$ cat src/hdl/assert_macros.svh
// ---------------------------------------------------------------------------
// Assertion macros shared by the RTL.
// ---------------------------------------------------------------------------
`ifndef ASSERT_MACROS_SVH
`define ASSERT_MACROS_SVH

// Implication checked on every rising clock edge outside reset.
`define ASSERT_IMPL(label, clk, rst_n, ante, cons) \
  label: assert property (@(posedge clk) disable iff (!rst_n) (ante) |-> (cons)) \
    else $error("assertion failed");

// Next-cycle implication checked outside reset.
`define ASSERT_NEXT(label, clk, rst_n, ante, cons) \
  label: assert property (@(posedge clk) disable iff (!rst_n) (ante) |=> (cons)) \
    else $error("assertion failed");

`endif

$ cat src/hdl/vttrk_pkg.sv
// ---------------------------------------------------------------------------
// vttrk_pkg
// Shared types and constants of the viewport tile visibility tracker.
// ---------------------------------------------------------------------------
package vttrk_pkg;

  localparam int MaskCols     = 32;
  localparam int MaxDirtyRows = 32;

  typedef enum logic [2:0] {
    CMD_INIT   = 3'd0,
    CMD_SCROLL = 3'd1,
    CMD_MOVE   = 3'd2,
    CMD_RESIZE = 3'd3,
    CMD_CENTER = 3'd4
  } cmd_e;

  typedef enum logic [1:0] {
    EV_LOST   = 2'd0,
    EV_FOUND  = 2'd1,
    EV_STATUS = 2'd2
  } event_e;

  typedef enum logic [2:0] {
    REG_MAP_W  = 3'd0,
    REG_MAP_H  = 3'd1,
    REG_GRID_W = 3'd2,
    REG_GRID_H = 3'd3,
    REG_INIT_L = 3'd4,
    REG_INIT_T = 3'd5,
    REG_INIT_W = 3'd6,
    REG_INIT_H = 3'd7
  } reg_e;

  // Divider request / response bundle.
  typedef struct packed {
    logic               start;
    logic signed [17:0] num;
    logic        [10:0] den;
  } div_req_t;

  typedef struct packed {
    logic               done;
    logic signed [17:0] quo;
  } div_rsp_t;

  typedef struct packed {
    logic signed [17:0] l;
    logic signed [17:0] t;
    logic signed [17:0] r;
    logic signed [17:0] b;
  } rect_t;

  function automatic logic r_empty(rect_t a);
    r_empty = (a.r <= a.l) || (a.b <= a.t);
  endfunction

  function automatic rect_t r_and(rect_t a, rect_t b);
    rect_t o;
    o.l = (a.l > b.l) ? a.l : b.l;
    o.t = (a.t > b.t) ? a.t : b.t;
    o.r = (a.r < b.r) ? a.r : b.r;
    o.b = (a.b < b.b) ? a.b : b.b;
    r_and = r_empty(o) ? '0 : o;
  endfunction

  function automatic rect_t r_or(rect_t a, rect_t b);
    rect_t o;
    o.l = (a.l < b.l) ? a.l : b.l;
    o.t = (a.t < b.t) ? a.t : b.t;
    o.r = (a.r > b.r) ? a.r : b.r;
    o.b = (a.b > b.b) ? a.b : b.b;
    if (r_empty(a)) r_or = r_empty(b) ? '0 : b;
    else if (r_empty(b)) r_or = a;
    else r_or = o;
  endfunction

  // Column mask of rectangle a on row y, relative to base column.
  function automatic logic [MaskCols-1:0] row_mask(rect_t a, logic signed [17:0] y,
                                                   logic signed [17:0] base);
    logic [MaskCols-1:0] m;
    logic signed [17:0]  x;
    m = '0;
    for (int i = 0; i < MaskCols; i++) begin
      x = base + 18'(i);
      m[i] = (x >= a.l) && (x < a.r) && (y >= a.t) && (y < a.b);
    end
    row_mask = m;
  endfunction

endpackage

$ cat src/hdl/vttrk_div.sv
// ---------------------------------------------------------------------------
// vttrk_div
// Restoring divider, one quotient bit per cycle, truncating toward zero.
// ---------------------------------------------------------------------------
module vttrk_div (
  input  logic                clk_i,
  input  logic                rst_ni,
  input  vttrk_pkg::div_req_t req_i,
  output vttrk_pkg::div_rsp_t rsp_o
);
  import vttrk_pkg::*;

  logic [17:0] rem_q, rem_d, quo_q, quo_d;
  logic [10:0] den_q, den_d;
  logic        neg_q, neg_d, busy_q, busy_d, done_q, done_d;
  logic [4:0]  cnt_q, cnt_d;
  logic [18:0] trial;

  always_comb begin
    rem_d  = rem_q;
    quo_d  = quo_q;
    den_d  = den_q;
    neg_d  = neg_q;
    busy_d = busy_q;
    cnt_d  = cnt_q;
    done_d = 1'b0;
    trial  = {rem_q, quo_q[17]} - {8'd0, den_q};
    if (req_i.start) begin
      neg_d  = req_i.num[17];
      quo_d  = req_i.num[17] ? 18'(-req_i.num) : req_i.num;
      rem_d  = '0;
      den_d  = (req_i.den == '0) ? 11'd1 : req_i.den;
      cnt_d  = 5'd18;
      busy_d = 1'b1;
    end else if (busy_q) begin
      if (!trial[18]) begin
        rem_d = trial[17:0];
        quo_d = {quo_q[16:0], 1'b1};
      end else begin
        rem_d = {rem_q[16:0], quo_q[17]};
        quo_d = {quo_q[16:0], 1'b0};
      end
      cnt_d = cnt_q - 5'd1;
      if (cnt_q == 5'd1) begin
        busy_d = 1'b0;
        done_d = 1'b1;
      end
    end
  end

  always_ff @(posedge clk_i or negedge rst_ni) begin
    if (!rst_ni) begin
      busy_q <= 1'b0;
      done_q <= 1'b0;
      cnt_q  <= '0;
    end else begin
      busy_q <= busy_d;
      done_q <= done_d;
      cnt_q  <= cnt_d;
    end
  end

  always_ff @(posedge clk_i) begin
    rem_q <= rem_d;
    quo_q <= quo_d;
    den_q <= den_d;
    neg_q <= neg_d;
  end

  assign rsp_o.done = done_q;
  assign rsp_o.quo  = neg_q ? 18'(-quo_q) : quo_q;

endmodule

$ cat config.mk
export PLATFORM = sky130hd
export DESIGN_NAME = vttrk_div
export DESIGN_NICKNAME = d
export VERILOG_FILES = /design/src/hdl/assert_macros.svh /design/src/hdl/vttrk_pkg.sv /design/src/hdl/vttrk_div.sv
export SDC_FILE = /design/constraint.sdc
export NUM_CORES = 1
export LEC_CHECK = 0
export BUFFER_PORTS_ARGS = -buffer_cell sky130_fd_sc_hd__buf_2
export CORE_MARGIN = 2
export CORE_UTILIZATION = 40
export CTS_BUF_LIST = sky130_fd_sc_hd__clkbuf_16
export CTS_CLUSTER_SIZE = 16
export DETAILED_ROUTE_END_ITERATION = 16
export GPL_ROUTABILITY_DRIVEN = 0
export PLACE_DENSITY_LB_ADDON = 0.15
export SLEW_MARGIN = 40
export SYNTH_ARGS = -nofsm -noshare
export SYNTH_HDL_FRONTEND = slang
export SYNTH_SLANG_ARGS = --single-unit
$ cat constraint.sdc
create_clock -name clk_i -period 5.1 [get_ports clk_i]
set_input_delay 0.255 -clock clk_i [delete_from_list [all_inputs] [get_ports clk_i]]
set_output_delay 0.255 -clock clk_i [all_outputs]
set_load 0.01 [all_outputs]
Word-level counts from Yosys, hierarchy flattened:

Cells that the tools add are included.

* bits in writable memories: 0
* output and inout bits: 19
* input port bits: 32
* latch bits: 0
* ROM bits: 0
* memories kept: 0
* logic and storage cells: 28
* register bits after elaboration: 55

* mux-type cells: 14
* bitwise gates (word level): 0
* reduce and logical (&&, ||, !) cells: 2
* shifts and indexed selects: 0
* equal/unequal tests: 1
* $lt $le $gt $ge: 0
* add/subtract/negate cells: 4
* $mul: 0
* div/mod/pow operators: 0

Operators by type and width (number)
* $mux W18: 5
* $neg A18 Y18: 2
* $sub A19 B11 Y19: 1
* $logic_not A11 Y1: 1
* $mux W5: 2
* $mux W1: 7
* $eq A5 B1 Y1 const B: 1
* $sub A5 B1 Y5 const B: 1
* $reduce_bool A2 Y1: 1

Depth between registers and ports, before layout:

Gate-level depths: netlist of the first run.

* word-level depth: 4
* depth in mapped cells: 11
* depth with buffers taken out: 10

Least setup slack after synthesis of the first run:

No wires, ideal clock.

* path kind: register to register
* start point: reg quo_q[17]
* end point: reg rem_q[1]
* clock period less this slack: 2685 ps
* arrival time: 2563 ps
* required time: 4978 ps
* buffers on the path: 1
* slack: 2415 ps
* cell stages (with the launch flop): 12
* library setup time: 122 ps
* path through: edfxtp_1 inv_1 ha_1 inv_1 fa_1 a21o_1 a221o_1 a21oi_4 a31oi_2 or2_1 buf_2 a311o_1

* word-level cells in the longest chain between the ends: 2

Ends and longest elaborated chain
* start: declaration: line vttrk_div.sv:13 `logic [17:0] rem_q, rem_d, quo_q, quo_d;`
* start signal: assignment: line vttrk_div.sv:65 `quo_q <= quo_d;`
* $sub A19 B11 Y19: line vttrk_div.sv:27 `trial = {rem_q, quo_q[17]} - {8'd0, den_q};`
* $mux W18: line vttrk_div.sv:36 `if (!trial[18]) begin`
* end signal: assignment: line vttrk_div.sv:64 `rem_q <= rem_d;`
* end: declaration: line vttrk_div.sv:13

No other way between the ends.
A chain may end at the register's enable or synchronous reset.

Final worst setup path of the first run:

* start point: reg quo_q[17]
* end point: reg quo_q[0], data pin

* word-level cells in the longest chain between the ends: 4

Ends and longest elaborated chain
* $sub A19 B11 Y19: line vttrk_div.sv:27
* $mux W1: line vttrk_div.sv:36
* $mux W18: line vttrk_div.sv:35 `end else if (busy_q) begin`
* $mux W18: line vttrk_div.sv:28 `if (req_i.start) begin`
* net quo_d[0]: line vttrk_div.sv:13

The timed path passes the listed nets, and every way through them passes these cells. The select of a mux whose other input is x is not followed.

==> results.cfg, run 1 <==
[finish]
area_growth_syn_to_layout_pct = 11.1
final_common_cell = buf_2
final_nets = 499
nFillCells = 910
final-seq-area_um2 = 1440
final_cell_mix = 50 x buf_2, 37 x nor2_1, 31 x nand2_1, 30 x edfxtp_1
final_layout_size_suffix_gt1_share_pct = 16.8
multi_input_area_um2 = 2160
n_antenna_cell = 0

[logic_synthesis]
syn_area_um2 = 3840
synthCells = 426
yosysWarnings = 0
syn_nets = 474
synth_edf_count = 30
synth-seq-area-share_pct = 37.4
async_flop_share_pct = 12.7
synthFlopType = edfxtp_1
ys_ff_latch = 55
avgSynthCellArea_um2 = 9.01
synth_cell_types = 68

[timing]
tightest_slew_ps = 808
tns_ps = 0
setup_viol = 0
grt_setup_unrepaired = false
max_freq_mhz = 314
relSlewSlack_pct = 46.0
finalWorstSetupSlack_ps = 1920
holdWs_ps = 153
fin_crit_sh_pct = 62.4
fin_skew_ps = 3.91
final.min_clock_period_ps = 3180
slew_violations = 0
hold_violations = 0

[clock_tree]
cts_max_path_buffers = 2
cts_tree = done
cts_made_buffers = 5
postCtsSetupBuffers = 0
clk_latency_ps = 290
clk_pin_slew_ps = 70
clockRootBuffer = clkbuf_16
cts_sinks = 55
cts.htree.levels = 2

[global_route]
grt_start_max_net_pins = 64
antenna_found_initial = 0
track_usage_pct = 16.3
grt_pass1_wl_mm = 13.8
grt_pass1_vias = 2879
overflow = 0

[worst_setup_path]
r2r-end = quo_q[0]$_DFFE_PP_
worstSetupEndpointType = flop
path_class = reg2reg
startpoint_type = flop
startpoint = quo_q[17]$_DFFE_PP_
worstRegToRegCells = 10
crit_arrival_ps = 3200
cp_max_fo = 17
cp.required_ps = 5120
r2r_slack_ps = 1920
r2r-start = quo_q[17]$_DFFE_PP_

[hold_path]
hold_depth = 1
hold_end = den_q[8]$_SDFFCE_PN0P_
min_path_type = in2reg
hp-start = req_i[8]

[pwr]
share_seq_of_total_power_pct = 36.2
total_power_mw = 1.89
p_clk_share_pct = 17.8
p_leak_nw = 1.71
p_per_area_nw_per_um2 = 442
p_comb_share_pct = 46.0
swShare_pct = 39.4
p_switching_uw = 743
ir_drop_mv = 0.190
intPower_mw = 1.14

[detailed_routing]
route.detailed.drc = 0
wirelength_mm = 8.22
firstDrtPassIters = 4
postRouteAntennaNets = 0
routed_via_density = 5.34
first_iter_violations = 147
num_vias = 3103
wl_per_cell_um = 14.2

[placed_design]
dp_hpwl_mm = 6.08
portBuffers = 50
post-place-ws_ps = 1940

[die]
io_pins = 51
design.die.area_um2 = 10400
start_util_pct = 41.3
fp.dieW_um = 102
rows = 35
design.core.area_um2 = 9280
die_h_um = 102

[run]
maxCapViolations = 0

[status]
status = completed
==> registers in the layout, indices dropped and copies added, names as in the netlist <==
register,cells
done_q,1
busy_q,1
quo_q,18
cnt_q,5
rem_q,18
neg_q,1
den_q,11
==> repair_timing <==
action	4_1_cts	5_1_grt
gates resized for setup	0	0
hold buffers	1	0
endpoints found under the hold margin	7	0
==> final cells by class <==
cell class                      instances  area share (%)
Clock buffer                            5            2.93
Inverter                               25            2.20
Multi-Input combinational cell        312            50.7
Clock inverter                          3           0.381
Tap cell                              129            3.79
Sequential cell                        55            33.7
Timing Repair Buffer                   52            6.28
==> per-stage QoR <==
| stage | cells | utilization (%) | cell area, µm² |
|---|---|---|---|
| after floorplan | 426 | - | 3840 |
| after global placement | 572 | 44.3 | 4110 |
| after detailed placement | 572 | 44.3 | 4110 |
| after CTS | 581 | 45.9 | 4260 |
| after global routing | 581 | 45.9 | 4260 |
| final | 581 | 45.9 | 4260 |
==> power by group through the flow <==
stage / logic, mW / clock network [mW] / registers, mW
final: 0.867 / 0.336 / 0.682
after global routing: 0.970 / 0.360 / 0.696
after CTS: 0.865 / 0.344 / 0.680
after detailed placement: 0.861 / 0 / 0.689
after global placement: 0.852 / 0 / 0.692
after floorplan: 0.714 / 0 / 0.645
==> kinds of logic (layout without fill, tap and decap cells) <==
| kind of cell | count (synthesis) | count (layout) | share of synthesized area, % |
|---|---|---|---|
| muxes | 5 | 5 | 1.53 |
| xor gates and xnor gates | 44 | 44 | 10.0 |
| DFF | 55 | 55 | 37.4 |
| AOI/OAI and AO/OA | 112 | 112 | 21.5 |
| adders and majority gates | 16 | 16 | 5.41 |
| buffers and inverters | 59 | 85 | 6.20 |
| and+or+nand+nor | 135 | 135 | 17.9 |
==> critical path, cell delays in order, from the launching register on <==
cell      delay (ps)
edfxtp_1         450
inv_1            100
ha_1             170
inv_1             60
fa_1             390
a21o_1           210
a221oi_2         300
o21ai_2          180
a211oi_4         580
or2_1            350
o21ai_0          110
==> per-layer routing <==
layer,GRT usage (%),vias up,share of wire [%]
met2,24.9,64,43
met3,2.53,4,3.7
met1,24.6,1447,53
met5,0,-,0
met4,3.28,0,0.64
li1,-,1588,-
==> synth_stat cells (10+ instances only) <==
cell       n  share of area, %
a21oi_1   19               2.5
clkbuf_1  25               2.4
dfxtp_1   18               9.4
edfxtp_1  30                23
ha_1      15               4.9
inv_1     25               2.4
nand2_1   31               3.0
nand2b_1  10               1.6
nor2_1    37               3.6
o21ai_0   18               2.3
or3_1     11               1.8
xnor2_1   26               5.9
xor2_1    18               4.1
==> how the worst max path moves through the flow <==
stage,end,cells after the start
2_1_floorplan,rem_q[1]$_SDFFE_PP0P_,11
3_3_place_gp,quo_q[0]$_DFFE_PP_,10
3_5_place_dp,quo_q[0]$_DFFE_PP_,10
4_1_cts,quo_q[0]$_DFFE_PP_,10
5_1_grt,quo_q[0]$_DFFE_PP_,10
6_report,quo_q[0]$_DFFE_PP_,10
Power figures use the tool's default switching activity.
==> run 2, diff against run 1 <==
==> constraint.sdc (replaced) <==
create_clock -name clk_i -period 2.8 [get_ports clk_i]
set_input_delay 0.14 -clock clk_i [delete_from_list [all_inputs] [get_ports clk_i]]
set_output_delay 0.14 -clock clk_i [all_outputs]
set_load 0.01 [all_outputs]
==> run 2 against run 1 <==
  * Flip-flop and latch count unchanged
  * Final area up 5.5%
  * Clock-buffer cell count unchanged
  * Critical path depth up 1
  * Sequential power up 82%
  * First-iteration DRC count up 4.8%
  * Cell count up 4.0%
  * Via count up 1.9%
  * Maximum frequency up 16%
  * Utilization up 2.5 points
  * Sequential share of layout area down 1.8 points
  * Critical path type unchanged
  * Largest power group unchanged
==> results.cfg, run 2 (synthesis gave the netlist of run 1 again) <==
[status]
status = completed

[hold_path]
hold_depth = 1
hp-start = req_i[3]
hold_end = den_q[3]$_SDFFCE_PN0P_
min_path_type = in2reg

[detailed_routing]
firstDrtPassIters = 4
num_vias = 3162
first_iter_violations = 154
wl_per_cell_um = 14.0
postRouteAntennaNets = 0
route.detailed.drc = 0
wirelength_mm = 8.44
routed_via_density = 5.24

[timing]
grt_setup_unrepaired = true
max_freq_mhz = 364
holdWs_ps = 36.9
setup_viol = 0
hold_violations = 0
relSlewSlack_pct = 47.6
slew_violations = 0
fin_crit_sh_pct = 98.2
finalWorstSetupSlack_ps = 49.9
final.min_clock_period_ps = 2750
tightest_slew_ps = 784
fin_skew_ps = 6.71

[worst_setup_path]
r2r-start = quo_q[17]$_DFFE_PP_
crit_chain = inv_1 -> ha_2 -> inv_2 -> fa_2 -> a21o_1 -> a221o_1 -> a21oi_4 -> a31oi_4 -> buf_6 -> or3_4 -> a311oi_2
cp.depth = 11
cp_top_family = compound AO/OA/AOI/OAI gates
startpoint_type = flop
cp_max_fo = 7
r2r-end = rem_q[3]$_SDFFE_PP0P_
path_class = reg2reg
cpMaxStageDelayCell = edfxtp_1
r2r_slack_ps = 50
crit_arrival_ps = 2960
worstSetupEndpointType = flop
cp.required_ps = 3010
cp.buffers_inverters = 3
worstRegToRegCells = 11
cpPeakStageDelay_ps = 390

[pwr]
p_per_area_nw_per_um2 = 812
ir_drop_mv = 0.331
p_leak_nw = 1.84

[finish]
n_antenna_cell = 0
final_cell_mix = 51 x buf_2, 37 x nor2_1, 31 x nand2_1, 30 x edfxtp_1, 26 x xnor2_1
final_nets = 522
reg.largest.list = quo_q x18, rem_q x18, den_q x11
final_util_pct = 48.5
area_growth_syn_to_layout_pct = 17.3
final_common_cell = buf_2
nFillCells = 918
final_layout_size_suffix_gt1_share_pct = 22.7

[global_route]
grt_start_max_net_pins = 26
overflow = 0
track_usage_pct = 16.4
antenna_found_initial = 0
grt_pass1_wl_mm = 13.8
grt_pass1_vias = 2921

[clock_tree]
cts_made_buffers = 5
clk_pin_slew_ps = 70
cts_tree = done
cts.htree.levels = 2
clockRootBuffer = clkbuf_16
clk_latency_ps = 290
cts_max_path_buffers = 2
cts_sinks = 55

[placed_design]
post-place-ws_ps = -0.0611
portBuffers = 50
dp_hpwl_mm = 6.31

[die]
start_util_pct = 41.3
fp.dieW_um = 102
design.die.area_um2 = 10400
io_pins = 51
rows = 35
design.core.area_um2 = 9280
die_h_um = 102

[run]
maxCapViolations = 0
[run 2: power by group]
| part | total [mW] | internal, mW | leakage, nW | switching, mW |
|---|---|---|---|---|
| Combinational | 1.81 | 0.879 | 1.23 | 0.930 |
| Clock | 0.604 | 0.327 | 0.0726 | 0.277 |
| Sequential | 1.24 | 1.04 | 0.534 | 0.202 |
[run 2: final cells by class]
type / count / area [µm²] / area share (%)
Multi-Input combinational cell: 312 / 2220 / 49.4
Sequential cell: 55 / 1440 / 31.9
Timing Repair Buffer: 75 / 445 / 9.90
Tap cell: 129 / 161 / 3.59
Clock buffer: 5 / 125 / 2.78
Inverter: 25 / 93.8 / 2.09
Clock inverter: 3 / 16.3 / 0.361
[run 2: routing by layer]
metal | GRT usage [%] | wire length [µm] | vias up
li1 | - | - | 1636
met1 | 24.1 | 4360 | 1467
met2 | 25.9 | 3730 | 52
met3 | 2.39 | 286 | 7
met4 | 3.38 | 72 | 0
met5 | 0 | 0 | -
[run 2: worst register-to-register path, stage by stage, from the launching register on]
cell and delay (ps):
edfxtp_1 390, inv_1 70, ha_2 180, inv_2 40, fa_2 330, a21o_1 210, a221o_1 370, a21oi_4 180
a31oi_4 150, buf_6 160, or3_4 350, a311oi_2 250
[run 2: how the worst max path moves through the flow]
stage / from / to / slack [ps]
6_report: quo_q[17]$_DFFE_PP_ / rem_q[3]$_SDFFE_PP0P_ / 50
5_1_grt: quo_q[17]$_DFFE_PP_ / rem_q[3]$_SDFFE_PP0P_ / -30
3_3_place_gp: quo_q[17]$_DFFE_PP_ / rem_q[3]$_SDFFE_PP0P_ / 50
4_1_cts: quo_q[17]$_DFFE_PP_ / rem_q[6]$_SDFFE_PP0P_ / 8
3_5_place_dp: quo_q[17]$_DFFE_PP_ / rem_q[6]$_SDFFE_PP0P_ / -0.06
2_1_floorplan: quo_q[17]$_DFFE_PP_ / rem_q[1]$_SDFFE_PP0P_ / 110
[run 2: timing repair]
item,CTS,global route
endpoints found under the hold margin,7,0
cloned,0,1
hold buffers,1,0
setup endpoints to repair,2,21
buffers inserted,2,2
pin swaps,4,8
resized for setup,2,12
[run 2: per-stage QoR]
step | cell area, µm² | std cells | setup TNS (ps) | power, mW
6_report | 4500 | 604 | 0 | 3.65
4_1_cts | 4430 | 601 | 0 | 3.56
3_5_place_dp | 4250 | 590 | -0.0611 | 2.92
5_1_grt | 4500 | 604 | -73.2 | 3.93
2_1_floorplan | 3840 | 426 | 0 | 2.48
3_3_place_gp | 4250 | 590 | 0 | 2.91
